[src/sv/tle_pkg.sv]
`timescale 1ns / 1ps
// ----------------------------------------------------------------------------
// tle_pkg
// Shared types, key codes, result codes and the command word table for the
// terminal line editor.
// ----------------------------------------------------------------------------
package tle_pkg;

   // Line geometry
   localparam int LINE_CAPACITY = 32;
   localparam int CAP_W         = $clog2(LINE_CAPACITY + 1); // cursor, length
   localparam int IDX_W         = $clog2(LINE_CAPACITY);     // store address
   localparam int MATCH_LEN     = 6;                         // longest word
   localparam int NUM_WORDS     = 5;

   // Field widths
   localparam int BYTE_W   = 8;
   localparam int ECHO_W   = 7;
   localparam int STATUS_W = 2;
   localparam int CMD_W    = 3;

   // Received key codes
   localparam logic [BYTE_W-1:0] KEY_EOT       = 8'd4;
   localparam logic [BYTE_W-1:0] KEY_BACKSPACE = 8'd8;
   localparam logic [BYTE_W-1:0] KEY_ENTER     = 8'd13;
   localparam logic [BYTE_W-1:0] KEY_RIGHT     = 8'd14;
   localparam logic [BYTE_W-1:0] KEY_LEFT      = 8'd15;
   localparam logic [BYTE_W-1:0] KEY_EM        = 8'd25;
   localparam logic [BYTE_W-1:0] KEY_SPACE     = 8'd32;
   localparam logic [BYTE_W-1:0] KEY_DEL       = 8'd127;

   localparam logic [ECHO_W-1:0] ECHO_BELL = 7'd7;
   localparam logic [ECHO_W-1:0] ECHO_NONE = 7'd0;

   // Status codes
   localparam logic [STATUS_W-1:0] STATUS_CONTINUE = 2'd0;
   localparam logic [STATUS_W-1:0] STATUS_END      = 2'd1;
   localparam logic [STATUS_W-1:0] STATUS_DISCARD  = 2'd2;

   // Command codes
   localparam logic [CMD_W-1:0] CMD_INVALID = 3'd0;
   localparam logic [CMD_W-1:0] CMD_CLEAR   = 3'd1;
   localparam logic [CMD_W-1:0] CMD_EXIT    = 3'd2;
   localparam logic [CMD_W-1:0] CMD_TRAIN   = 3'd3;
   localparam logic [CMD_W-1:0] CMD_WRITE   = 3'd4;
   localparam logic [CMD_W-1:0] CMD_READ    = 3'd5;

   // First MATCH_LEN bytes of the line, byte 0 leftmost
   typedef logic [0:MATCH_LEN-1][BYTE_W-1:0] head_type;

   // Words zero padded; store bytes past the line end are always zero
   localparam head_type WORD_TEXT [NUM_WORDS] = '{
      {"clear", 8'h00},
      {"exit",  16'h0000},
      "train!",
      {"write", 8'h00},
      {"read",  16'h0000}
   };
   localparam logic [CAP_W-1:0] WORD_LEN [NUM_WORDS] = '{
      CAP_W'(5), CAP_W'(4), CAP_W'(6), CAP_W'(5), CAP_W'(4)
   };
   localparam logic [CMD_W-1:0] WORD_CMD [NUM_WORDS] = '{
      CMD_CLEAR, CMD_EXIT, CMD_TRAIN, CMD_WRITE, CMD_READ
   };

   // Line state update for one keystroke
   typedef struct packed {
      logic                  store_we;
      logic [IDX_W-1:0]      store_addr;
      logic [BYTE_W-1:0]     store_data;
      logic                  clear_line;
      logic [CAP_W-1:0]      cursor_next;
      logic [CAP_W-1:0]      length_next;
   } edit_type;

   // One result item
   typedef struct packed {
      logic                  echo_present;
      logic [ECHO_W-1:0]     echo_byte;
      logic [STATUS_W-1:0]   status_code;
      logic                  command_ready;
      logic [CMD_W-1:0]      command_code;
   } result_type;

endpackage

[src/sv/terminal_line_editor_top.sv]
`timescale 1ns / 1ps
// ----------------------------------------------------------------------------
// terminal_line_editor_top
// Terminal line editor with command match: one received byte in, one
// echo / status / command result out.
// ----------------------------------------------------------------------------
// The block takes one transfer per clock while the result side does not
// stall and gives one result transfer per input transfer, in order. A byte
// is held in the input register, decoded and applied to the line by
// combinational logic, and its result is loaded into the result register
// that drives rsp_*; with no stall the block sustains one byte per cycle.
// That rate is set by the combinational edit path (decode, cursor/length
// update, and the parallel compare of the first six line bytes against the
// five command words). The line store is 32 bytes of flip-flops, cleared
// all at once by reset, enter or EM, so the block needs no startup sweep and
// is ready right after reset. req_stall rises only when both the input and
// result registers are full and the result side is stalling.
// ----------------------------------------------------------------------------
module terminal_line_editor_top import tle_pkg::*; (
   input  logic                 clock,
   input  logic                 reset,
   // byte channel
   input  logic                 req_valid,
   output logic                 req_stall,
   input  logic [BYTE_W-1:0]    req_in_byte,
   // result channel
   output logic                 rsp_valid,
   input  logic                 rsp_stall,
   output logic                 rsp_echo_present,
   output logic [ECHO_W-1:0]    rsp_echo_byte,
   output logic [STATUS_W-1:0]  rsp_status_code,
   output logic                 rsp_command_ready,
   output logic [CMD_W-1:0]     rsp_command_code
);

   // input register
   logic              in_valid_ff, in_valid_in;
   logic [BYTE_W-1:0] in_byte_ff;

   // result register
   logic              out_valid_ff, out_valid_in;
   result_type        result_ff;

   // handshake
   logic              out_free;   // result register can load this cycle
   logic              advance;    // byte moves from input to result register
   logic              req_take;

   // line state and decode
   logic [CAP_W-1:0]  cursor;
   logic [CAP_W-1:0]  length;
   head_type          line_head;
   logic [CMD_W-1:0]  match_code;
   edit_type          edit;
   result_type        result;

   assign out_free  = !out_valid_ff || !rsp_stall;
   assign advance   = in_valid_ff && out_free;
   assign req_stall = in_valid_ff && !out_free;
   assign req_take  = req_valid && !req_stall;

   // input register refills whenever it is empty or draining this cycle
   assign in_valid_in  = req_stall ? in_valid_ff : req_valid;
   assign out_valid_in = advance || (out_valid_ff && rsp_stall);

   always_ff @(posedge clock) begin
      if (reset) begin
         in_valid_ff  <= 1'b0;
         out_valid_ff <= 1'b0;
      end else begin
         in_valid_ff  <= in_valid_in;
         out_valid_ff <= out_valid_in;
      end
   end

   always_ff @(posedge clock) begin
      if (req_take) begin
         in_byte_ff <= req_in_byte;
      end
      if (advance) begin
         result_ff <= result;
      end
   end

   // line store, cursor and length; updated as each byte advances, so the
   // next byte always decodes against the line its predecessor left
   tle_line_state u_line_state (
      .clock     (clock),
      .reset     (reset),
      .update    (advance),
      .edit      (edit),
      .cursor    (cursor),
      .length    (length),
      .line_head (line_head)
   );

   // command word compare, only used on enter
   tle_match u_match (
      .line_head    (line_head),
      .line_length  (length),
      .command_code (match_code)
   );

   tle_edit u_edit (
      .in_byte    (in_byte_ff),
      .cursor     (cursor),
      .length     (length),
      .match_code (match_code),
      .edit       (edit),
      .result     (result)
   );

   assign rsp_valid         = out_valid_ff;
   assign rsp_echo_present  = result_ff.echo_present;
   assign rsp_echo_byte     = result_ff.echo_byte;
   assign rsp_status_code   = result_ff.status_code;
   assign rsp_command_ready = result_ff.command_ready;
   assign rsp_command_code  = result_ff.command_code;

   // ------------------------------------------------------------------------
   // assertions
   // ------------------------------------------------------------------------

   // cursor never runs past the line end
   assert property (@(posedge clock) disable iff (reset)
      cursor <= length)
      else $error("cursor beyond line length");

   // back pressure only when a stalled result is holding the output register
   assert property (@(posedge clock) disable iff (reset)
      req_stall |-> (out_valid_ff && rsp_stall && in_valid_ff))
      else $error("input stalled without a stalled result");

   // enter or EM leaves an empty line with the cursor home
   assert property (@(posedge clock) disable iff (reset)
      (advance && (in_byte_ff == KEY_ENTER || in_byte_ff == KEY_EM))
         |=> (length == '0 && cursor == '0))
      else $error("line not cleared after enter or EM");

   // a completed command never carries an echo
   assert property (@(posedge clock) disable iff (reset)
      (out_valid_ff && result_ff.command_ready) |-> !result_ff.echo_present)
      else $error("command result with echo");

endmodule

[src/sv/tle_match.sv]
`timescale 1ns / 1ps
// ----------------------------------------------------------------------------
// tle_match
// Compares the current line with the fixed command words; first hit wins.
// ----------------------------------------------------------------------------
module tle_match import tle_pkg::*; (
   input  head_type           line_head,
   input  logic [CAP_W-1:0]   line_length,
   output logic [CMD_W-1:0]   command_code
);

   logic [NUM_WORDS-1:0] hit;

   always_comb begin
      for (int w = 0; w < NUM_WORDS; w++) begin
         hit[w] = (line_length == WORD_LEN[w]) && (line_head == WORD_TEXT[w]);
      end
   end

   always_comb begin
      command_code = CMD_INVALID;
      // walk down so the lowest matching word is left standing
      for (int w = NUM_WORDS - 1; w >= 0; w--) begin
         if (hit[w]) begin
            command_code = WORD_CMD[w];
         end
      end
   end

endmodule

[src/sv/tle_edit.sv]
`timescale 1ns / 1ps
// ----------------------------------------------------------------------------
// tle_edit
// Decodes one received byte against cursor and length: builds the result
// item and the line state update.
// ----------------------------------------------------------------------------
module tle_edit import tle_pkg::*; (
   input  logic [BYTE_W-1:0]  in_byte,
   input  logic [CAP_W-1:0]   cursor,
   input  logic [CAP_W-1:0]   length,
   input  logic [CMD_W-1:0]   match_code,
   output edit_type           edit,
   output result_type         result
);

   logic [CAP_W-1:0] cursor_dec;
   logic [CAP_W-1:0] cursor_inc;
   logic [CAP_W-1:0] length_dec;
   logic             at_start;
   logic             at_end;

   assign cursor_dec = cursor - 1'b1;
   assign cursor_inc = cursor + 1'b1;
   assign length_dec = length - 1'b1;
   assign at_start   = (cursor == '0);
   assign at_end     = (cursor == length);

   always_comb begin
      result             = '0;
      result.echo_byte   = ECHO_NONE;
      result.status_code = STATUS_CONTINUE;
      result.command_code = CMD_INVALID;
      edit.store_we      = 1'b0;
      edit.store_addr    = cursor[IDX_W-1:0];
      edit.store_data    = '0;
      edit.clear_line    = 1'b0;
      edit.cursor_next   = cursor;
      edit.length_next   = length;

      priority if (in_byte == KEY_ENTER) begin
         result.command_ready = 1'b1;
         result.command_code  = match_code;
         edit.clear_line      = 1'b1;
         edit.cursor_next     = '0;
         edit.length_next     = '0;
      end else if (in_byte == KEY_BACKSPACE) begin
         result.echo_present = 1'b1;
         if (at_start) begin
            result.echo_byte = ECHO_BELL;
         end else begin
            result.echo_byte = in_byte[ECHO_W-1:0];
            edit.cursor_next = cursor_dec;
            edit.store_we    = 1'b1;
            edit.store_addr  = cursor_dec[IDX_W-1:0];
            if (at_end) begin
               edit.length_next = length_dec;
            end else begin
               edit.store_data = KEY_SPACE;
            end
         end
      end else if (in_byte == KEY_RIGHT) begin
         result.echo_present = 1'b1;
         if (cursor < length) begin
            edit.cursor_next = cursor_inc;
            result.echo_byte = in_byte[ECHO_W-1:0];
         end else begin
            result.echo_byte = ECHO_BELL;
         end
      end else if (in_byte == KEY_LEFT) begin
         result.echo_present = 1'b1;
         if (!at_start) begin
            edit.cursor_next = cursor_dec;
            result.echo_byte = in_byte[ECHO_W-1:0];
         end else begin
            result.echo_byte = ECHO_BELL;
         end
      end else if (in_byte == KEY_EOT) begin
         result.status_code = STATUS_END;
      end else if (in_byte == KEY_EM) begin
         result.status_code = STATUS_DISCARD;
         edit.clear_line    = 1'b1;
         edit.cursor_next   = '0;
         edit.length_next   = '0;
      end else if (in_byte < KEY_SPACE) begin
         // other control bytes: no echo, no change
      end else if (in_byte == KEY_DEL) begin
         result.echo_present = 1'b1;
         if (length == '0 || at_end) begin
            result.echo_byte = ECHO_BELL;
         end else begin
            result.echo_byte = in_byte[ECHO_W-1:0];
            edit.store_we    = 1'b1;
            if (cursor == length_dec) begin
               edit.length_next = length_dec;
            end else begin
               edit.store_data = KEY_SPACE;
            end
         end
      end else if (in_byte < KEY_DEL) begin
         result.echo_present = 1'b1;
         if (cursor < CAP_W'(LINE_CAPACITY)) begin
            result.echo_byte = in_byte[ECHO_W-1:0];
            edit.store_we    = 1'b1;
            edit.store_data  = in_byte;
            edit.cursor_next = cursor_inc;
            if (at_end) begin
               edit.length_next = cursor_inc;
            end
         end else begin
            result.echo_byte = ECHO_BELL;
         end
      end else begin
         // high bytes
         result.echo_present = 1'b1;
         result.echo_byte    = ECHO_BELL;
      end
   end

endmodule

[src/sv/tle_line_state.sv]
`timescale 1ns / 1ps
// ----------------------------------------------------------------------------
// tle_line_state
// Line store, cursor and length registers; applies one edit per update.
// ----------------------------------------------------------------------------
module tle_line_state import tle_pkg::*; (
   input  logic               clock,
   input  logic               reset,
   input  logic               update,
   input  edit_type           edit,
   output logic [CAP_W-1:0]   cursor,
   output logic [CAP_W-1:0]   length,
   output head_type           line_head
);

   logic [BYTE_W-1:0] store_ff [LINE_CAPACITY];
   logic [CAP_W-1:0]  cursor_ff;
   logic [CAP_W-1:0]  length_ff;

   always_ff @(posedge clock) begin
      if (reset) begin
         for (int i = 0; i < LINE_CAPACITY; i++) begin
            store_ff[i] <= '0;
         end
      end else if (update) begin
         if (edit.clear_line) begin
            for (int i = 0; i < LINE_CAPACITY; i++) begin
               store_ff[i] <= '0;
            end
         end else if (edit.store_we) begin
            store_ff[edit.store_addr] <= edit.store_data;
         end
      end
   end

   always_ff @(posedge clock) begin
      if (reset) begin
         cursor_ff <= '0;
         length_ff <= '0;
      end else if (update) begin
         cursor_ff <= edit.cursor_next;
         length_ff <= edit.length_next;
      end
   end

   always_comb begin
      for (int i = 0; i < MATCH_LEN; i++) begin
         line_head[i] = store_ff[i];
      end
   end

   assign cursor = cursor_ff;
   assign length = length_ff;

endmodule
[config.mk]
export PLATFORM = sky130hd
export DESIGN_NAME = terminal_line_editor_top
export DESIGN_NICKNAME = d
export VERILOG_FILES = /design/src/sv/tle_pkg.sv /design/src/sv/terminal_line_editor_top.sv /design/src/sv/tle_match.sv /design/src/sv/tle_edit.sv /design/src/sv/tle_line_state.sv
export SDC_FILE = /design/constraint.sdc
export NUM_CORES = 1
export LEC_CHECK = 0
export BUFFER_PORTS_ARGS = -buffer_cell sky130_fd_sc_hd__buf_2
export CORE_MARGIN = 1
export CORE_UTILIZATION = 57
export CTS_BUF_LIST = sky130_fd_sc_hd__clkbuf_8
export CTS_CLUSTER_SIZE = 14
export DETAILED_ROUTE_END_ITERATION = 10
export GPL_ROUTABILITY_DRIVEN = 0
export PLACE_DENSITY = 0.75
export SYNTH_ARGS = -nofsm -noshare
export SYNTH_HDL_FRONTEND = slang
export SYNTH_HIERARCHICAL = 1
export SYNTH_SLANG_ARGS = --single-unit
export TNS_END_PERCENT = 50
[constraint.sdc]
create_clock -name clock -period 8.29 [get_ports clock]
set_input_delay 0.4145 -clock clock [delete_from_list [all_inputs] [get_ports clock]]
set_output_delay 0.4145 -clock clock [all_outputs]
set_load 0.02 [all_outputs]
==> metrics.md, run 1 <==
| Metric | Value |
|---|---|
| Outcome | finished, violations left |
| Violated checks | design-rule violations |
| Register area share after synthesis | a little over two fifths |
| Syn nets | approximately 600 |
| Post-route minimum period | between 4000 and 5000 ps |
| Ys async rst share | 0% |
| Syn Inst Count | between 500 and 600 |
| Fin Hold WS | around 220 ps |
| Post-Place Cell Area | 5783 um2 |
| Hold WC Path Type | input pin to flop |
| H-tree lvl count | 3 |
| Initial DRC Count | just over 600 |
| Area share of the largest cell type after synthesis | 37.00% |
| Tot Pwr | slightly above 0.0009 W |
| YS warnings | 6 |
| Area of the multi-input gates | approximately 3000 um2 |
| Port bufs | 27 |
| Horiz. Die Dim | 101.8 um |
| CTS Sinks | 84 |
| Number of synthesized flops with an enable pin | 70 |
| DP HPWL | around 11,000 um |
| Cells on worst reg2reg path | 6 |
| Layout cells sized above 1 | between 10% and 20% |
| RSZ-0062 raised after global routing | false |
| Detailed Route WL | roughly 15,000 um |
| Worst path cell trace | or3_1, or3_4, a21oi_4, xnor2_1, or4_1, o31ai_1 |
| Clock Path Buffers | 2 |
| DIE AREA | 10,370 um2 |
| Worst r2r dst | u_line_state/store_ff[0][5]$_SDFFCE_PN0P_ |
| Fin. Hold Viols | 0 |
| Initial antenna violation count | 0 |
| GRT Overall Usage | 30.01% |
| Tcrit/Tclk final | 54.42% |
| Number of global-route vias before repair | ~4,300 |
| Hold Crit Depth | 1 |
| Main synth FF type | edfxtp_1 |
| Crit. End Element | flop |
| Worst EP required | between 8000 and 9000 ps |
| Worst Tran Pin Value | 1250 ps |
| Core Area | approximately 10000 um2 |
| Max Fclk | approximately 0.22 GHz |
| Setup TNS | 0 ps |
| CP peak stage delay | approximately 1100 ps |
| Pleak | between 2 and 2.5 nW |
| Mapped cell area | 5682 um2 |
| First-pass GRT wire length | 23,390 um |
| Commonest cells post-synth | edfxtp_1 (70), nor2_1 (42), nor3_1 (35), inv_1 (25) |
| Initial cell density of the core | 58.40% |
| Post-synthesis average cell area | slightly below 10 um2 |
| Worst r2r src | in_byte_ff[0]$_DFFE_PP_ |
| Congestion Overflow GR | 0 |
| Worst Setup Path Type | flop to flop |
| Nets | 596 |
| Reg2Reg Setup Slack | 3780 ps |
| CP max-delay cell | o31ai_1 |
| Synth area leader | edfxtp_1 |
| Drt pass-1 iters | 9 |
| Vias | approximately 4,800 |
| Critical Path Fanout Max | 18 |
| Worst path bufs/invs | 0 |
| Worst-Skew Late Latency | about 370 ps |
| Layout Skew | ~8.4 ps |
| Die height | between 100 and 150 um |
| P&R area growth vs syn | 5.505% |
| Relative slew slack | between 10% and 20% |
| CTS tree | built |
| Reg clk slew, reported paths | roughly 90 ps |
| Post-layout instance area | around 6000 um2 |
| Crit path arrival time | 4490 ps |
| Cell Rows | 36 |
| Io pins | 28 |
| CTS root buffer | clkbuf_8 |
| Most common cell in the netlist | edfxtp_1 |
| Final Max Slew Viols | 0 |
| Max cap viols | 0 |
| PwrDens | about 150 nW/um2 |
| Wirelength per Cell | 20.74 um |
| Post-cts sizing count | 0 |
| Largest net degree at the start of global routing | 55 |
| Endpoints failing setup | 0 |
| Hold_buf cts | 0 |
| Hold EP | in_byte_ff[4]$_DFFE_PP_ |
| Vias per inst | slightly below 7 |
| Residual DRC count | 1 |
| Worst VDD drop | roughly 0.10 mV |
| Type of origin of the critical path | flop |
| Register area | 2382 um2 |
| Total CTS buffers | 9 |
| N_diodes | 0 |
| Final ANT Viol Nets | 0 |
| Hold Startpoint | req_in_byte[4] |
| Synth top area cells | edfxtp_1 (37%), dfxtp_1 (4.9%), nor3_1 (3.1%) |
| Fillers | 833 |
| Flops & latches, synth | 84 |
| Setup bufs post-CTS | 0 |
| Cell variety after synth | just over 80 |
| CP top delay family | simple AND/OR/NAND/NOR gates |
-- placed cells by master, fill, tap and decap left out, types with 4 or more instances in the layout --
master,netlist,routed
xor2_1,5,5
and2_1,8,8
xnor2_1,9,9
buf_2,18,27
nor3_2,17,17
dfxtp_1,14,14
and3_1,12,12
edfxtp_1,70,70
o31ai_1,7,7
o21ai_0,21,21
clkbuf_8,0,9
and3b_1,4,4
nor4_2,7,7
mux2_2,4,4
or4b_1,4,4
nor4_1,23,23
nand2b_1,14,14
nor2_1,42,42
nand3b_1,6,6
nand2_1,20,20
nand3_1,23,23
o22ai_1,4,4
a31oi_1,7,7
inv_1,25,25
ha_1,12,12
nand4_1,5,5
or3_1,6,6
a21o_1,5,5
a211oi_1,4,4
nor3_1,35,35
mux2i_1,14,14
a21oi_1,23,23
buf_4,1,5
nor2b_1,5,5
nor4bb_1,4,4
-- metrics by stage --
step           util [%]  instances  setup slack, ps
5_1_grt           61.61        710             3617
3_3_place_gp      59.44        694             4137
2_1_floorplan         -        573             4713
4_1_cts           61.61        710             3892
6_report          61.61        710             3778
3_5_place_dp      59.44        694             3913
-- registers in the layout, indices dropped and copies added, names as in the netlist --
| signal | flops |
|---|---|
| rsp_echo_byte | 7 |
| rsp_command_code | 3 |
| rsp_valid | 1 |
| rsp_command_ready | 1 |
| rsp_status_code | 2 |
| in_valid_ff | 1 |
| u_line_state/cursor | 6 |
| u_line_state/length | 6 |
| rsp_echo_present | 1 |
| in_byte_ff | 8 |
| u_line_state/store_ff | 48 |
-- power by group --
part | total (W) | switching, W | internal (W)
clock | 0.000305 | 0.000161 | 0.000144
sequential | 0.000490 | 0.0000175 | 0.000473
combinational | 0.000118 | 0.0000789 | 0.0000391
-- layer usage --
metal	GRT usage [%]	vias to the layer above	wire (um)	share of wire, %
met4	10.44	0	467	3.2
met1	44.19	2259	6499	44
met5	0	-	0	0
met2	43.45	262	6382	43
met3	6.840	58	1376	9.3
li1	-	2193	-	-
-- cell type report --
cell class | instances | share of cell area (%)
multi-input cells | 419 | 49.45
well taps | 133 | 2.776
clock buffers | 9 | 2.066
repair buffers | 32 | 2.880
flip-flops and latches | 84 | 39.74
inverters | 26 | 1.628
clock inverters | 7 | 1.461
-- worst reg2reg max path, cell delays in order, from the launching register on --
cell,delay [ps]
edfxtp_1,660
or3_1,520
or3_4,440
a21oi_4,300
xnor2_1,160
or4_1,910
o31ai_1,1140
-- cell families (layout without fill, tap and decap cells) --
kind of cell / count (synthesis) / count (layout) / synth area share, %
AOI/OAI and AO/OA: 107 / 107 / 13.02
xor gates and xnor gates: 16 / 16 / 2.973
adders and majority gates: 12 / 12 / 2.643
buffers and inverters: 70 / 74 / 6.188
DFF: 84 / 84 / 41.93
muxes: 18 / 18 / 3.259
other: 1 / 1 / 0.06600
and+or+nand+nor: 265 / 265 / 29.93
-- worst max-delay path by stage --
stage                                        from                                   endpoint  slack [ps]  cells past startpoint
final                     in_byte_ff[0]$_DFFE_PP_  u_line_state/store_ff[0][5]$_SDFFCE_PN0P_        3780                      6
after global routing      in_byte_ff[0]$_DFFE_PP_  u_line_state/store_ff[0][5]$_SDFFCE_PN0P_        3620                      6
after CTS                 in_byte_ff[0]$_DFFE_PP_  u_line_state/store_ff[0][5]$_SDFFCE_PN0P_        3890                      6
after detailed placement  in_byte_ff[0]$_DFFE_PP_  u_line_state/store_ff[0][3]$_SDFFCE_PN0P_        3910                      6
after global placement    in_byte_ff[0]$_DFFE_PP_  u_line_state/store_ff[5][6]$_SDFFCE_PN0P_        4140                      6
after floorplan           in_byte_ff[7]$_DFFE_PP_  u_line_state/store_ff[2][0]$_SDFFCE_PN0P_        4710                     10
Note: power is estimated with default switching activity, not from simulation.
==> inputs of run 2 (changes only) <==
==> constraint.sdc (replaced) <==
create_clock -name clock -period 4.2 [get_ports clock]
set_input_delay 0.21 -clock clock [delete_from_list [all_inputs] [get_ports clock]]
set_output_delay 0.21 -clock clock [all_outputs]
set_load 0.02 [all_outputs]
==> run 2 against run 1 <==
Against the previous run: the run now ends clean; power grew 94%; final cell count rose by 1.8%; final area up 1.5%; wire length shrank 0.98%; sequential share of layout area down 0.58 points; critical path depth rose by 1; maximum frequency rose by 25%; clock skew grew 11 ps; largest power group unchanged.
==> metrics.md, run 2 (synthesis gave the netlist of run 1 again) <==
| Metric | Value |
|---|---|
| Critical Path Fanout Max | 19 (+1) |
| Worst EP required | 4280 ps (-3990 ps) |
| Max FFs per register | 48 (unchanged) |
| RSZ-0062 raised after global routing | false |
| Most flop-heavy register | u_line_state/store_ff |
| Drt pass-1 iters | 5 (-4) |
| P&R area growth vs syn | 7.069% |
| Cells after DPL | 706 (+1.7%) |
| Initial cell density of the core | 58.40% (unchanged) |
| Crit. End Element | flop |
| Layout Skew | 19.11 ps (+10.70 ps) |
| Setup TNS | 0 ps (unchanged) |
| Crit path arrival time | 3690 ps (-800 ps) |
| Fillers | 823 (-1.2%) |
| Initial antenna violation count | 0 (unchanged) |
| Final ANT Viol Nets | 0 (unchanged) |
| Worst Setup Path Type | flop to flop |
| Pleak | 2.094 nW (+2.9%) |
| Wirelength per Cell | 20.17 um (-2.8%) |
| Core Area | 9729 um2 (unchanged) |
| N_diodes | 0 (unchanged) |
| Nets | 609 (+2.2%) |
| Fin Hold WS | 16.26 ps (-200.4 ps) |
| Vias per inst | 6.692 (-0.44%) |
| Worst-Skew Late Latency | 370 ps (about the same) |
| First-pass GRT wire length | 22,830 um (-2.4%) |
| Total CTS buffers | 9 (unchanged) |
| Final Max Slew Viols | 0 (unchanged) |
| Relative slew slack | 43.81% (+28 points) |
| Worst VDD drop | 0.1923 mV (+93%) |
| CTS Sinks | 84 (unchanged) |
| Layout cells sized above 1 | 17.97% (+1.7 points) |
| H-tree lvl count | 3 (unchanged) |
| Sequential share of power | 54.1% (+0.4 points) |
| Worst Tran Pin Value | 836.4 ps (-413.4 ps) |
| Max Fclk | 0.2767 GHz (+25%) |
| Max cap viols | 0 (unchanged) |
| Post-route minimum period | 3614 ps (-897.6 ps) |
| GRT Overall Usage | 29.20% (-0.81 points) |
| Tot Pwr | 0.001777 W (+94%) |
| P_int | 0.001253 W (+91%) |
| Port bufs | 27 (unchanged) |
| Residual DRC count | 0 (-1) |
| Initial DRC Count | 463 (-24%) |
| Reg2Reg Setup Slack | 590 ps (-3190 ps) |
| Number of global-route vias before repair | 4,526 (+5.4%) |
| Die height | 101.8 um (unchanged) |
| Fin. Hold Viols | 0 (unchanged) |
| Post-layout instance area | 6083 um2 (+1.5%) |
| Reg clk slew, reported paths | 100 ps (about the same) |
| Horiz. Die Dim | 101.8 um (unchanged) |
| Switching share of power | 29.47% (+1.3 points) |
| Congestion Overflow GR | 0 (unchanged) |
| Detailed Route WL | 14,580 um (-0.98%) |
| DIE AREA | 10,370 um2 (unchanged) |
| DP HPWL | 10,710 um (about the same) |
| Most common cell after layout, fill and taps aside | edfxtp_1 |
| Net Sw Power | 0.0005235 W (+100%) |
| Hold WC Path Type | input pin to flop |
| Post-Place Cell Area | 5873 um2 (+1.6%) |
| Clk network pwr share | 32.2% (-1.2 points) |
| Outcome | finished clean |
| Non-filler cells, final | 723 (+1.8%) |
| CTS tree | built |
| Endpoints failing setup | 0 (unchanged) |
| Type of origin of the critical path | flop |
| PwrDens | 292.0 nW/um2 (+92%) |
| Largest net degree at the start of global routing | 41 (-25%) |
| Io pins | 28 (unchanged) |
| Tcrit/Tclk final | 86.05% (+32 points) |
| Vias | 4,838 (+1.4%) |
| CTS root buffer | clkbuf_8 |
| Combinational Power Share | 13.6% (+0.7 points) |
| Cell Rows | 36 (unchanged) |
| Most frequent cells in the layout | edfxtp_1 (70), nor2_1 (42), nor3_1 (35), buf_2 (27), inv_1 (25) |
| Clock Path Buffers | 2 (unchanged) |
run 2: worst max-delay path, stage by stage (launching register included):
cell      delay, ps
edfxtp_1        530
or3_4           550
or3_4           460
a21oi_4         310
a21oi_1         180
or4_1           550
o31ai_1         500
buf_4           250
run 2: layout make-up:
type / instances / area (um2) / share of cell area [%]
Multi-Input combinational cell: 419 / 2964 / 48.72
Inverter: 26 / 97.59 / 1.604
Timing Repair Buffer: 45 / 272.8 / 4.484
Sequential cell: 84 / 2382 / 39.16
Clock inverter: 7 / 76.32 / 1.255
Clock buffer: 9 / 123.9 / 2.036
Tap cell: 133 / 166.4 / 2.736
run 2: power groups by stage:
stage               clock [W]  sequential, W  combinational [W]
floorplan                   0       0.000974           0.000178
global placement            0       0.000979           0.000230
detailed placement          0       0.000981           0.000233
CTS                  0.000590       0.000962           0.000235
global route         0.000611       0.000967           0.000260
finish               0.000573       0.000962           0.000242
run 2: worst paths after layout:
check / start / end / cells after the start
setup / recovery: in_byte_ff[7]$_DFFE_PP_ / u_line_state/store_ff[0][3]$_SDFFCE_PN0P_ / 7
hold reg to reg: in_valid_ff$_SDFFE_PP0N_ / in_valid_ff$_SDFFE_PP0N_ / 2
hold / removal: req_in_byte[5] / in_byte_ff[5]$_DFFE_PP_ / 1
setup reg to reg: in_byte_ff[7]$_DFFE_PP_ / u_line_state/store_ff[0][3]$_SDFFCE_PN0P_ / 7
run 2: timing repair:
| action | in CTS | in global routing |
|---|---|---|
| hold buffers | 1 | 0 |
| gates resized for setup | 0 | 0 |
| endpoints found under the hold margin | 1 | 0 |
| buffers inserted | 0 | 0 |
| endpoints found under the setup margin | 0 | 0 |
run 2: per-stage QoR:
| step | setup slack [ps] | utilization (%) |
|---|---|---|
| finish | 586.0 | 62.53 |
| global route | 395.4 | 62.53 |
| CTS | 637.2 | 62.53 |
| detailed placement | 658.6 | 60.37 |
| global placement | 746.1 | 60.37 |
| floorplan | 623.4 | - |
run 2: per-layer routing:
layer	global-route usage [%]	part of all wire, %
met1	35.02	39
met2	51.04	50
met3	5.062	7.4
met4	14.07	4.4
met5	0	0
